File: src/design/calendar_date_add_and_difference_defines.svh
// Assertion macros shared by the date arithmetic block.
// CDAD_ASSERT checks a property on every rising edge outside reset.
// CDAD_NEVER checks that a condition never holds outside reset.
`ifndef CALENDAR_DATE_ADD_AND_DIFFERENCE_DEFINES_SVH
`define CALENDAR_DATE_ADD_AND_DIFFERENCE_DEFINES_SVH
`ifndef SYNTH
`define CDAD_ASSERT(lbl, clk, rst_n, prop) \
	lbl: assert property (@(posedge clk) disable iff (!rst_n) prop) \
		else $error("%m: assertion failed");
`define CDAD_NEVER(lbl, clk, rst_n, expr) \
	lbl: assert property (@(posedge clk) disable iff (!rst_n) !(expr)) \
		else $error("%m: forbidden condition seen");
`else
`define CDAD_ASSERT(lbl, clk, rst_n, prop)
`define CDAD_NEVER(lbl, clk, rst_n, expr)
`endif
`endif

File: src/design/cdad_pkg.sv
`timescale 1ns / 1ps
package cdad_pkg;

	// Division by 25 as a multiply by a scaled reciprocal, exact below 2^20.
	localparam int DIV25_MUL   = 671089;
	localparam int DIV25_SHIFT = 24;

	// Scaled reciprocal of the mean Gregorian year length, for the year estimate.
	localparam int YRECIP_MUL   = 11759221;
	localparam int YRECIP_SHIFT = 32;

	localparam int DAYS_PER_YEAR = 365;
	localparam int MONTHS        = 12;

	// Cycles from a new year number at the year unit to its registered result.
	localparam int UNIT_LAT = 2;

	// Range of the 23-bit signed day difference.
	localparam int DIFF_W   = 23;
	localparam int DIFF_MIN = -4194304;
	localparam int DIFF_MAX = 4194303;

	typedef logic [3:0] month_t;
	typedef logic [4:0] day_t;

	function automatic day_t month_days(input month_t m, input logic leap);
		day_t len;
		case (m)
			4'd2: begin
				len = leap ? 5'd29 : 5'd28;
			end
			4'd4, 4'd6, 4'd9, 4'd11: begin
				len = 5'd30;
			end
			default: begin
				len = 5'd31;
			end
		endcase
		return len;
	endfunction

	// Days in the year before the first of month m.
	function automatic logic [8:0] cum_days(input month_t m, input logic leap);
		logic [8:0] c;
		case (m)
			4'd2:    c = 9'd31;
			4'd3:    c = 9'd59;
			4'd4:    c = 9'd90;
			4'd5:    c = 9'd120;
			4'd6:    c = 9'd151;
			4'd7:    c = 9'd181;
			4'd8:    c = 9'd212;
			4'd9:    c = 9'd243;
			4'd10:   c = 9'd273;
			4'd11:   c = 9'd304;
			4'd12:   c = 9'd334;
			default: c = 9'd0;
		endcase
		if (leap && (m > 4'd2)) begin
			c = c + 9'd1;
		end
		return c;
	endfunction

endpackage

File: src/design/cdad_year_unit.sv
`timescale 1ns / 1ps
// Two-stage unit: for n whole years elapsed, gives the serial day of January 1
// of year n+1 and whether year n+1 is a leap year.
module cdad_year_unit import cdad_pkg::*; #(
	parameter int YB = 15,
	parameter int SB = 22
) (
	input  logic          clk,
	input  logic [YB-1:0] n,
	output logic [SB-1:0] ystart,
	output logic          yleap
);

	localparam int PW = YB + DIV25_SHIFT;

	logic [YB-1:0] q4;
	logic [PW-1:0] prod;
	logic [YB-1:0] n_s1;
	logic [YB-1:0] q100_s1;
	logic [YB-1:0] rem100;
	logic [SB-1:0] ystart_s2;
	logic          yleap_s2;

	assign q4   = n >> 2;
	assign prod = PW'(q4) * PW'(DIV25_MUL);

	always_ff @(posedge clk) begin
		n_s1    <= n;
		q100_s1 <= prod[DIV25_SHIFT +: YB];
	end

	assign rem100 = n_s1 - YB'(q100_s1 * YB'(100));

	always_ff @(posedge clk) begin
		ystart_s2 <= SB'(n_s1) * SB'(DAYS_PER_YEAR) + SB'(n_s1 >> 2)
			- SB'(q100_s1) + SB'(q100_s1 >> 2);
		// Year n+1 divisible by 4, 100, 400 is n ending in 3, 99 and 399.
		yleap_s2  <= (n_s1[1:0] == 2'd3)
			&& ((rem100 != YB'(99)) || (q100_s1[1:0] == 2'd3));
	end

	assign ystart = ystart_s2;
	assign yleap  = yleap_s2;

endmodule

File: src/design/calendar_date_add_and_difference.sv
`timescale 1ns / 1ps
// Gregorian date arithmetic. One input word on the s_ channel carries two dates
// A and B, a signed day offset and, in s_tuser, the mode: 0 adds the offset to
// A, 1 gives the day count from B to A. One result word leaves on the m_
// channel with the shifted date or the difference, the A<B and A==B flags,
// and in m_tuser the out-of-range flag for a saturated result.
// The block works on one word at a time and drops s_tready from acceptance
// until its result is loaded into the output register. Dates become serial
// day numbers through a shared two-stage year unit. An add then estimates the
// year by one multiply, corrects it with two or three year-unit uses and steps
// through the months one per cycle. s_tready rises together with m_tvalid.
// A result waiting on a stalled receiver does not block the next acceptance,
// but the following result waits in the sequencer until the output register
// frees. Asynchronous reset returns the sequencer to idle and empties the
// output register; nothing needs clearing.
`include "calendar_date_add_and_difference_defines.svh"
module calendar_date_add_and_difference import cdad_pkg::*; #(
	parameter int YEAR_MAX    = 9999,
	parameter int OFFSET_BITS = 24
) (
	input  logic        clk,
	input  logic        arst_n,
	input  logic        s_tvalid,
	output logic        s_tready,
	// year_a[13:0], month_a[17:14], day_a[22:18], offset[46:23],
	// year_b[60:47], month_b[64:61], day_b[69:65], zero fill [71:70]
	input  logic [71:0] s_tdata,
	// mode[0]
	input  logic        s_tuser,
	output logic        m_tvalid,
	input  logic        m_tready,
	// year_out[13:0], month_out[17:14], day_out[22:18], days_between[45:23],
	// a_less_b[46], a_equal_b[47]
	output logic [47:0] m_tdata,
	// out_of_range[0]
	output logic        m_tuser
);

	// Year counts reach YEAR_MAX+1, serial days about 366 per year.
	localparam int YB  = $clog2(YEAR_MAX + 3);
	localparam int SB  = $clog2(366 * (YEAR_MAX + 2));
	localparam int TW0 = (SB > OFFSET_BITS) ? SB : OFFSET_BITS;
	localparam int TW  = ((TW0 > DIFF_W) ? TW0 : DIFF_W) + 2;
	localparam int EW  = YRECIP_SHIFT + YB;
	// Serial day of the last day of year YEAR_MAX.
	localparam int TOP_SERIAL = 365 * YEAR_MAX + YEAR_MAX / 4 - YEAR_MAX / 100
		+ YEAR_MAX / 400 - 1;
	localparam logic signed [TW-1:0] TOP_S  = TW'(TOP_SERIAL);
	localparam logic signed [TW-1:0] DMIN_S = TW'(DIFF_MIN);
	localparam logic signed [TW-1:0] DMAX_S = TW'(DIFF_MAX);

	localparam logic [3:0] ST_IDLE = 4'd0;
	localparam logic [3:0] ST_SA   = 4'd1;
	localparam logic [3:0] ST_SB   = 4'd2;
	localparam logic [3:0] ST_CALC = 4'd3;
	localparam logic [3:0] ST_EST  = 4'd4;
	localparam logic [3:0] ST_HI   = 4'd5;
	localparam logic [3:0] ST_LO   = 4'd6;
	localparam logic [3:0] ST_MON  = 4'd7;
	localparam logic [3:0] ST_DONE = 4'd8;

	logic [3:0]           state_q;
	logic [1:0]           cnt_q;
	logic                 mv_q;
	logic                 mode_q;
	logic [YB-1:0]        ya_q, yb_q;
	month_t               ma_q, mb_q;
	day_t                 da_q, db_q;
	logic signed [TW-1:0] off_q;
	logic signed [TW-1:0] sa_q, sb_q;
	logic [SB-1:0]        t_q;
	logic [YB-1:0]        n_q;
	logic [8:0]           r_q;
	month_t               m_q;
	logic                 leap_q;
	logic                 lt_q, eq_q, oor_q;
	logic [DIFF_W-1:0]    diff_q;
	logic [47:0]          mdata_q;
	logic                 muser_q;

	logic [YB-1:0]        unit_n;
	logic [SB-1:0]        unit_start;
	logic                 unit_leap;
	logic                 unit_done;
	month_t               cur_m;
	day_t                 cur_d;
	logic [TW-1:0]        ser_calc;
	logic signed [TW-1:0] sum_t, diff_t;
	logic [EW-1:0]        est_prod;
	day_t                 mlen;
	logic                 mon_step;
	logic                 hi_up, lo_down;
	logic                 out_free;
	logic [31:0]          off_raw;
	logic [YB-1:0]        yplus;

	function automatic logic [YB-1:0] clamp_year(input logic [13:0] yr);
		logic [31:0] y32;
		y32 = 32'(yr);
		if (y32 == 32'd0) begin
			y32 = 32'd1;
		end else if (y32 > 32'(YEAR_MAX)) begin
			y32 = 32'(YEAR_MAX);
		end
		return YB'(y32);
	endfunction

	function automatic month_t clamp_month(input month_t m);
		month_t r;
		if (m == 4'd0) begin
			r = 4'd1;
		end else if (m > 4'(MONTHS)) begin
			r = 4'(MONTHS);
		end else begin
			r = m;
		end
		return r;
	endfunction

	// The year unit is shared by both date conversions and the year search.
	always_comb begin
		case (state_q)
			ST_SA:   unit_n = YB'(ya_q - 1'b1);
			ST_SB:   unit_n = YB'(yb_q - 1'b1);
			ST_HI:   unit_n = YB'(n_q + 1'b1);
			default: unit_n = n_q;
		endcase
	end

	cdad_year_unit #(
		.YB(YB),
		.SB(SB)
	) u_year (
		.clk    (clk),
		.n      (unit_n),
		.ystart (unit_start),
		.yleap  (unit_leap)
	);

	assign unit_done = (cnt_q == 2'(UNIT_LAT));

	// Serial day of the date being converted: a day of zero or past the
	// month end simply counts on from the first of the month.
	assign cur_m    = (state_q == ST_SB) ? mb_q : ma_q;
	assign cur_d    = (state_q == ST_SB) ? db_q : da_q;
	assign ser_calc = TW'(unit_start) + TW'(cum_days(cur_m, unit_leap))
		+ TW'(cur_d) - TW'(1);

	assign sum_t    = sa_q + off_q;
	assign diff_t   = sa_q - sb_q;
	assign est_prod = EW'(t_q) * EW'(YRECIP_MUL);
	assign hi_up    = (unit_start <= t_q);
	assign lo_down  = (unit_start > t_q);
	assign mlen     = month_days(m_q, leap_q);
	assign mon_step = (m_q != 4'(MONTHS)) && (9'(mlen) <= r_q);
	assign out_free = !mv_q || m_tready;
	assign off_raw  = 32'(s_tdata[46:23]);
	assign yplus    = YB'(n_q + 1'b1);

	always_ff @(posedge clk or negedge arst_n) begin
		if (!arst_n) begin
			state_q <= ST_IDLE;
			cnt_q   <= 2'd0;
			mv_q    <= 1'b0;
		end else begin
			// The output register is loaded from the done state and emptied
			// when the receiver takes its word.
			if ((state_q == ST_DONE) && out_free) begin
				mv_q <= 1'b1;
			end else if (m_tready) begin
				mv_q <= 1'b0;
			end
			case (state_q)
				ST_IDLE: begin
					cnt_q <= 2'd0;
					if (s_tvalid) begin
						state_q <= ST_SA;
					end
				end
				ST_SA, ST_SB: begin
					if (unit_done) begin
						cnt_q   <= 2'd0;
						state_q <= (state_q == ST_SA) ? ST_SB : ST_CALC;
					end else begin
						cnt_q <= cnt_q + 2'd1;
					end
				end
				ST_CALC: begin
					state_q <= mode_q ? ST_DONE : ST_EST;
				end
				ST_EST: begin
					cnt_q   <= 2'd0;
					state_q <= ST_HI;
				end
				ST_HI: begin
					if (unit_done) begin
						cnt_q <= 2'd0;
						if (!hi_up) begin
							state_q <= ST_LO;
						end
					end else begin
						cnt_q <= cnt_q + 2'd1;
					end
				end
				ST_LO: begin
					if (unit_done) begin
						cnt_q <= 2'd0;
						if (!lo_down) begin
							state_q <= ST_MON;
						end
					end else begin
						cnt_q <= cnt_q + 2'd1;
					end
				end
				ST_MON: begin
					if (!mon_step) begin
						state_q <= ST_DONE;
					end
				end
				ST_DONE: begin
					if (out_free) begin
						state_q <= ST_IDLE;
					end
				end
				default: begin
					state_q <= ST_IDLE;
				end
			endcase
		end
	end

	always_ff @(posedge clk) begin
		case (state_q)
			ST_IDLE: begin
				if (s_tvalid) begin
					mode_q <= s_tuser;
					ya_q   <= clamp_year(s_tdata[13:0]);
					ma_q   <= clamp_month(s_tdata[17:14]);
					da_q   <= s_tdata[22:18];
					// Only the low OFFSET_BITS bits count, sign-extended.
					off_q  <= TW'($signed(off_raw[OFFSET_BITS-1:0]));
					yb_q   <= clamp_year(s_tdata[60:47]);
					mb_q   <= clamp_month(s_tdata[64:61]);
					db_q   <= s_tdata[69:65];
				end
			end
			ST_SA: begin
				if (unit_done) begin
					sa_q <= ser_calc;
				end
			end
			ST_SB: begin
				if (unit_done) begin
					sb_q <= ser_calc;
				end
			end
			ST_CALC: begin
				lt_q   <= (sa_q < sb_q);
				eq_q   <= (sa_q == sb_q);
				if (mode_q) begin
					if (diff_t < DMIN_S) begin
						diff_q <= DMIN_S[DIFF_W-1:0];
						oor_q  <= 1'b1;
					end else if (diff_t > DMAX_S) begin
						diff_q <= DMAX_S[DIFF_W-1:0];
						oor_q  <= 1'b1;
					end else begin
						diff_q <= diff_t[DIFF_W-1:0];
						oor_q  <= 1'b0;
					end
				end else begin
					diff_q <= '0;
					if (sum_t[TW-1]) begin
						t_q   <= '0;
						oor_q <= 1'b1;
					end else if (sum_t > TOP_S) begin
						t_q   <= SB'(TOP_SERIAL);
						oor_q <= 1'b1;
					end else begin
						t_q   <= sum_t[SB-1:0];
						oor_q <= 1'b0;
					end
				end
			end
			ST_EST: begin
				// Estimate of whole years before t, off by at most one.
				n_q <= est_prod[YRECIP_SHIFT +: YB];
			end
			ST_HI: begin
				if (unit_done && hi_up) begin
					n_q <= YB'(n_q + 1'b1);
				end
			end
			ST_LO: begin
				if (unit_done) begin
					if (lo_down) begin
						n_q <= YB'(n_q - 1'b1);
					end else begin
						r_q    <= 9'(t_q - unit_start);
						leap_q <= unit_leap;
						m_q    <= 4'd1;
					end
				end
			end
			ST_MON: begin
				if (mon_step) begin
					r_q <= r_q - 9'(mlen);
					m_q <= m_q + 4'd1;
				end
			end
			ST_DONE: begin
				if (out_free) begin
					muser_q <= oor_q;
					if (mode_q) begin
						mdata_q <= {eq_q, lt_q, diff_q, 5'd0, 4'd0, 14'd0};
					end else begin
						mdata_q <= {eq_q, lt_q, {DIFF_W{1'b0}}, 5'(r_q + 9'd1), m_q,
							14'(yplus)};
					end
				end
			end
			default: begin
			end
		endcase
	end

	assign s_tready = (state_q == ST_IDLE);
	assign m_tvalid = mv_q;
	assign m_tdata  = mdata_q;
	assign m_tuser  = muser_q;

	`CDAD_ASSERT(a_accept_starts, clk, arst_n,
		(s_tvalid && s_tready) |=> (state_q == ST_SA))
	`CDAD_ASSERT(a_valid_from_done, clk, arst_n,
		$rose(m_tvalid) |-> ($past(state_q) == ST_DONE))
	`CDAD_NEVER(a_month_walk_range, clk, arst_n,
		(state_q == ST_MON) && ((m_q == 4'd0) || (m_q > 4'(MONTHS))))
	`CDAD_NEVER(a_year_search_range, clk, arst_n,
		((state_q == ST_HI) || (state_q == ST_LO)) && (32'(n_q) > 32'(YEAR_MAX)))

endmodule

File: config.mk
export PLATFORM = sky130hd
export DESIGN_NAME = calendar_date_add_and_difference
export DESIGN_NICKNAME = d
export VERILOG_FILES = /design/src/design/cdad_pkg.sv /design/src/design/cdad_year_unit.sv /design/src/design/calendar_date_add_and_difference.sv
export VERILOG_INCLUDE_DIRS = /design/src /design/src/design
export SDC_FILE = /design/constraint.sdc
export NUM_CORES = 2
export LEC_CHECK = 0
export BUFFER_PORTS_ARGS = -buffer_cell sky130_fd_sc_hd__buf_2
export CAP_MARGIN = 20
export CORE_ASPECT_RATIO = 0.75
export CORE_MARGIN = 4
export CORE_UTILIZATION = 45
export DETAILED_ROUTE_END_ITERATION = 8
export PLACE_DENSITY = 0.63
export SLEW_MARGIN = 20
export SYNTH_ARGS = -nofsm -noshare
export SYNTH_HDL_FRONTEND = slang
export SYNTH_SLANG_ARGS = --single-unit
File: constraint.sdc
create_clock -name clk -period 9.5 [get_ports clk]
set_clock_uncertainty 0.05 [all_clocks]
set_input_delay 1.9 -clock clk [delete_from_list [all_inputs] [get_ports clk]]
set_output_delay 1.9 -clock clk [all_outputs]
set_load 0.05 [all_outputs]
==> summary.md <==
| Metric | Value |
|---|---|
| Fraction of met1 tracks used by global routing | `31.5%` |
| DR pass1 iterations | `5` |
| Number of input and output port buffers inserted | `125` |
| Capturing element type of the critical path | `register` |
| Unrepaired setup endpoints after global routing | `false` |
| WL final | `83600 um` |
| # resized after CTS | `0` |
| Count of final hold-check violations | `0` |
| Setup TNS Final | `0 ps` |
| Maximum buffer depth of the clock tree | `3` |
| Post-layout min period | `8680 ps` |
| Row count | `87` |
| Die outline area | `80700 um2` |
| Fraction of layout instances using a drive strength above 1 | `7.34%` |
| Number of sinks driven by the clock tree | `298` |
| Class of the most critical hold timing path | `register to register` |
| Most frequently used flop master after synthesis | `edfxtp_1` |
| Largest net degree at the start of global routing | `72` |
| Number of failing setup endpoints in the final timing report | `0` |
| Synth top area share | `22.7%` |
| Via count of the first global-routing pass | `22800` |
| Post-Syn Instances | `3298` |
| Register bit total from synthesis | `298` |
| Critical Setup Path Class | `register to register` |
| Number of enable flip-flop cells after synthesis | `246` |
| Highest-utilization routing layer at the global route stage | `met1` |
| Crit-path max cell delay | `650 ps` |
| Number of design rule violations left after detail routing | `0` |
| Starting DRC count in detailed routing | `1576` |
| Critical-path maximum fanout | `32` |
| Clock latency at the later pin of the worst-skew pair | `580 ps` |
| Routability congestion estimate | `0.919` |
| Floorplan Core Area | `75300 um2` |
| Tot GR Track Use | `20.9%` |
| Via Count | `23300` |
| Sort of element at the start of the critical path | `register` |
| Global Route met3 Usage | `5.47%` |
| Clk pin slew, worst setup/hold paths | `60 ps` |
| Global-route wire length before repair | `130000 um` |
| Count of buffers added by post-CTS timing repair for setup | `0` |
| Portion of the clock cycle consumed by the worst path in the final layout | `91.4%` |
| Post-synthesis cell type with the largest combined area | `fa_1` |
| Io pins | `128` |
| Residual antenna-violating net count after detailed routing | `0` |
| CTS tree | `built` |
| Required @ worst endpoint | `9910 ps` |
| MaxCap Viol Count | `0` |
| Vias per inst | `5.21` |
| Final routed wire length divided by cell count | `18.7 um` |
| Number of nets in the layout | `4446` |
| Register area share after synthesis | `24.7%` |
| Total clock buffers created by CTS | `36` |
| Vertical die dimension | `247 um` |
| Transition at the pin with the smallest max-transition slack | `1030 ps` |
| Gr ovfl total | `0` |
| Detailed placement HPWL | `69800 um` |
| Cell chosen for the clock root | `clkbuf_16` |
| Area growth from synthesis to layout | `8.95%` |
| Peak Freq | `115 MHz` |
| Worst max-slew margin expressed relative to the limit | `31.5%` |
| Number of antenna violations at the first check in global routing | `1` |
| Initial standard-cell utilization of the core | `45.5%` |
| Fraction of registers with async set or reset after synthesis | `2.35%` |
| Average footprint of a synthesized cell | `10.4 um2` |
| Syn Std Cell Area | `34300 um2` |
| Warnings from Yosys | `0` |
| Slowest library cell on the worst path | `dfrtp_1` |
| Max-slew violation count | `0` |
| Cell type with the highest occurrence count on the critical path | `fa_1` |
| Synth unique cells | `86` |
| Die span in x | `327 um` |
| Util after Layout | `49.6%` |
| Fraction of met2 tracks used by global routing | `30.2%` |
| Clock H-tree levels | `2` |
| Cell types with the largest area share after synthesis | `fa_1 (23%), edfxtp_1 (22%), ha_1 (21%)` |
| Count of buffering cells on the critical path with inverters included | `4` |
| Arrival time of the worst setup path | `9090 ps` |
| Net Count, Synth | `4326` |
| Largest delay share family, worst path | `adder cells` |
| Hold Buf Count CTS | `0` |
| Result of the run | `completed` |
-- metrics by stage --
step | setup slack [ps] | area, um2 | hold slack, ps | std cells
after CTS | 719 | 37300 | 371 | 4469
after global placement | 840 | 36200 | 353 | 4403
after detailed placement | 750 | 36200 | 358 | 4403
final | 817 | 37300 | 367 | 4470
after global routing | 108 | 37300 | 374 | 4469
after floorplan | 583 | 34300 | 350 | 3298
-- area by class of cell --
| cell class | count | area [um2] |
|---|---|---|
| fillers | 6986 | 38000 |
| multi-input cells | 2235 | 23000 |
| flip-flops and latches | 298 | 8460 |
| inverters | 700 | 2630 |
| well taps | 1023 | 1280 |
| clock buffers | 44 | 962 |
| repair buffers | 147 | 803 |
| clock inverters | 22 | 219 |
| diodes | 1 | 2.50 |
-- registers in the layout, summed over array words and instances (netlist names), 2 cells and up --
register	flops
mb_q	4
yb_q	14
r_q	9
sa_q	25
m_q	4
cnt_q	2
t_q	22
n_q	14
state_q	4
u_year.ystart	22
da_q	5
db_q	5
m_tdata	48
diff_q	23
off_q	24
ma_q	4
u_year.n_s1	14
ya_q	14
sb_q	25
u_year.q100_s1	8
-- layout by cell type, fill, tap and decap left out, types with 11 or more instances in the layout --
master	count
edfxtp_1	246
xnor2_1	101
nor2_1	138
clkbuf_16	37
nor3_1	44
nand3_1	46
and2_1	49
o21bai_1	12
inv_1	699
mux2i_1	28
nor4_1	18
o22ai_1	12
a211o_1	11
nand2_1	103
a211oi_1	17
fa_1	389
buf_2	125
nor2b_1	39
dfxtp_1	45
o211ai_1	13
nand2b_1	37
nand4_1	21
a21o_1	40
o21ai_0	96
and3_1	20
ha_1	562
a31oi_1	17
or3_1	13
o21a_1	27
xor2_1	56
buf_4	21
a21oi_1	154
-- path summary, 6_finish.rpt --
| check | end | slack (ps) | start | cells after the start |
|---|---|---|---|---|
| max | u_year.q100_s1[7] | 820 | state_q[1] | 27 |
| min | m_tdata[47] | 370 | eq_q | 0 |
| max reg2reg | u_year.q100_s1[7] | 820 | state_q[1] | 27 |
| min reg2reg | m_tdata[47] | 370 | eq_q | 0 |
| max in group asynchronous | state_q[2] | 8120 | arst_n | 1 |
| min in group asynchronous | cnt_q[1] | 1110 | arst_n | 1 |
-- synth_stat cells (all sizes together) (8+ instances only) --
cell and count:
edfxtp 246, clkbuf 60, and2 50, a21o 40
nand3 46, o31ai 8, o22ai 12, mux2i 29
o21bai 12, fa 389, xnor2 101, a21oi 164
o221ai 8, nand4 21, nor2b 40, or2 10
a211o 11, a31oi 17, a221oi 10, nor2 139
o21ai 101, nor3 47, o21a 27, nor4 18
o211ai 13, nand2b 37, ha 562, nand2 103
a21boi 8, dfxtp 45, and3 20, a211oi 18
inv 699, or3 13, xor2 56
-- routing by layer --
layer / vias to the layer above / share of wire (%)
met2: 687 / 41
met3: 89 / 8.2
li1: 11300 / -
met4: 2 / 2.0
met1: 11200 / 49
met5: - / 0.016
-- kinds of logic after synthesis --
family                   share of synthesized area [%]
adder cells (fa/ha/maj)                           43.2
buffers and inverters                             8.41
AND/OR/NAND/NOR                                   8.59
AO/OA/AOI/OAI                                     9.89
flip-flops                                        24.7
XOR/XNOR                                          4.08
multiplexers                                      1.11
Power is not shown: default switching activity piles up to over one toggle a cycle in this logic, so the estimate is an artifact.
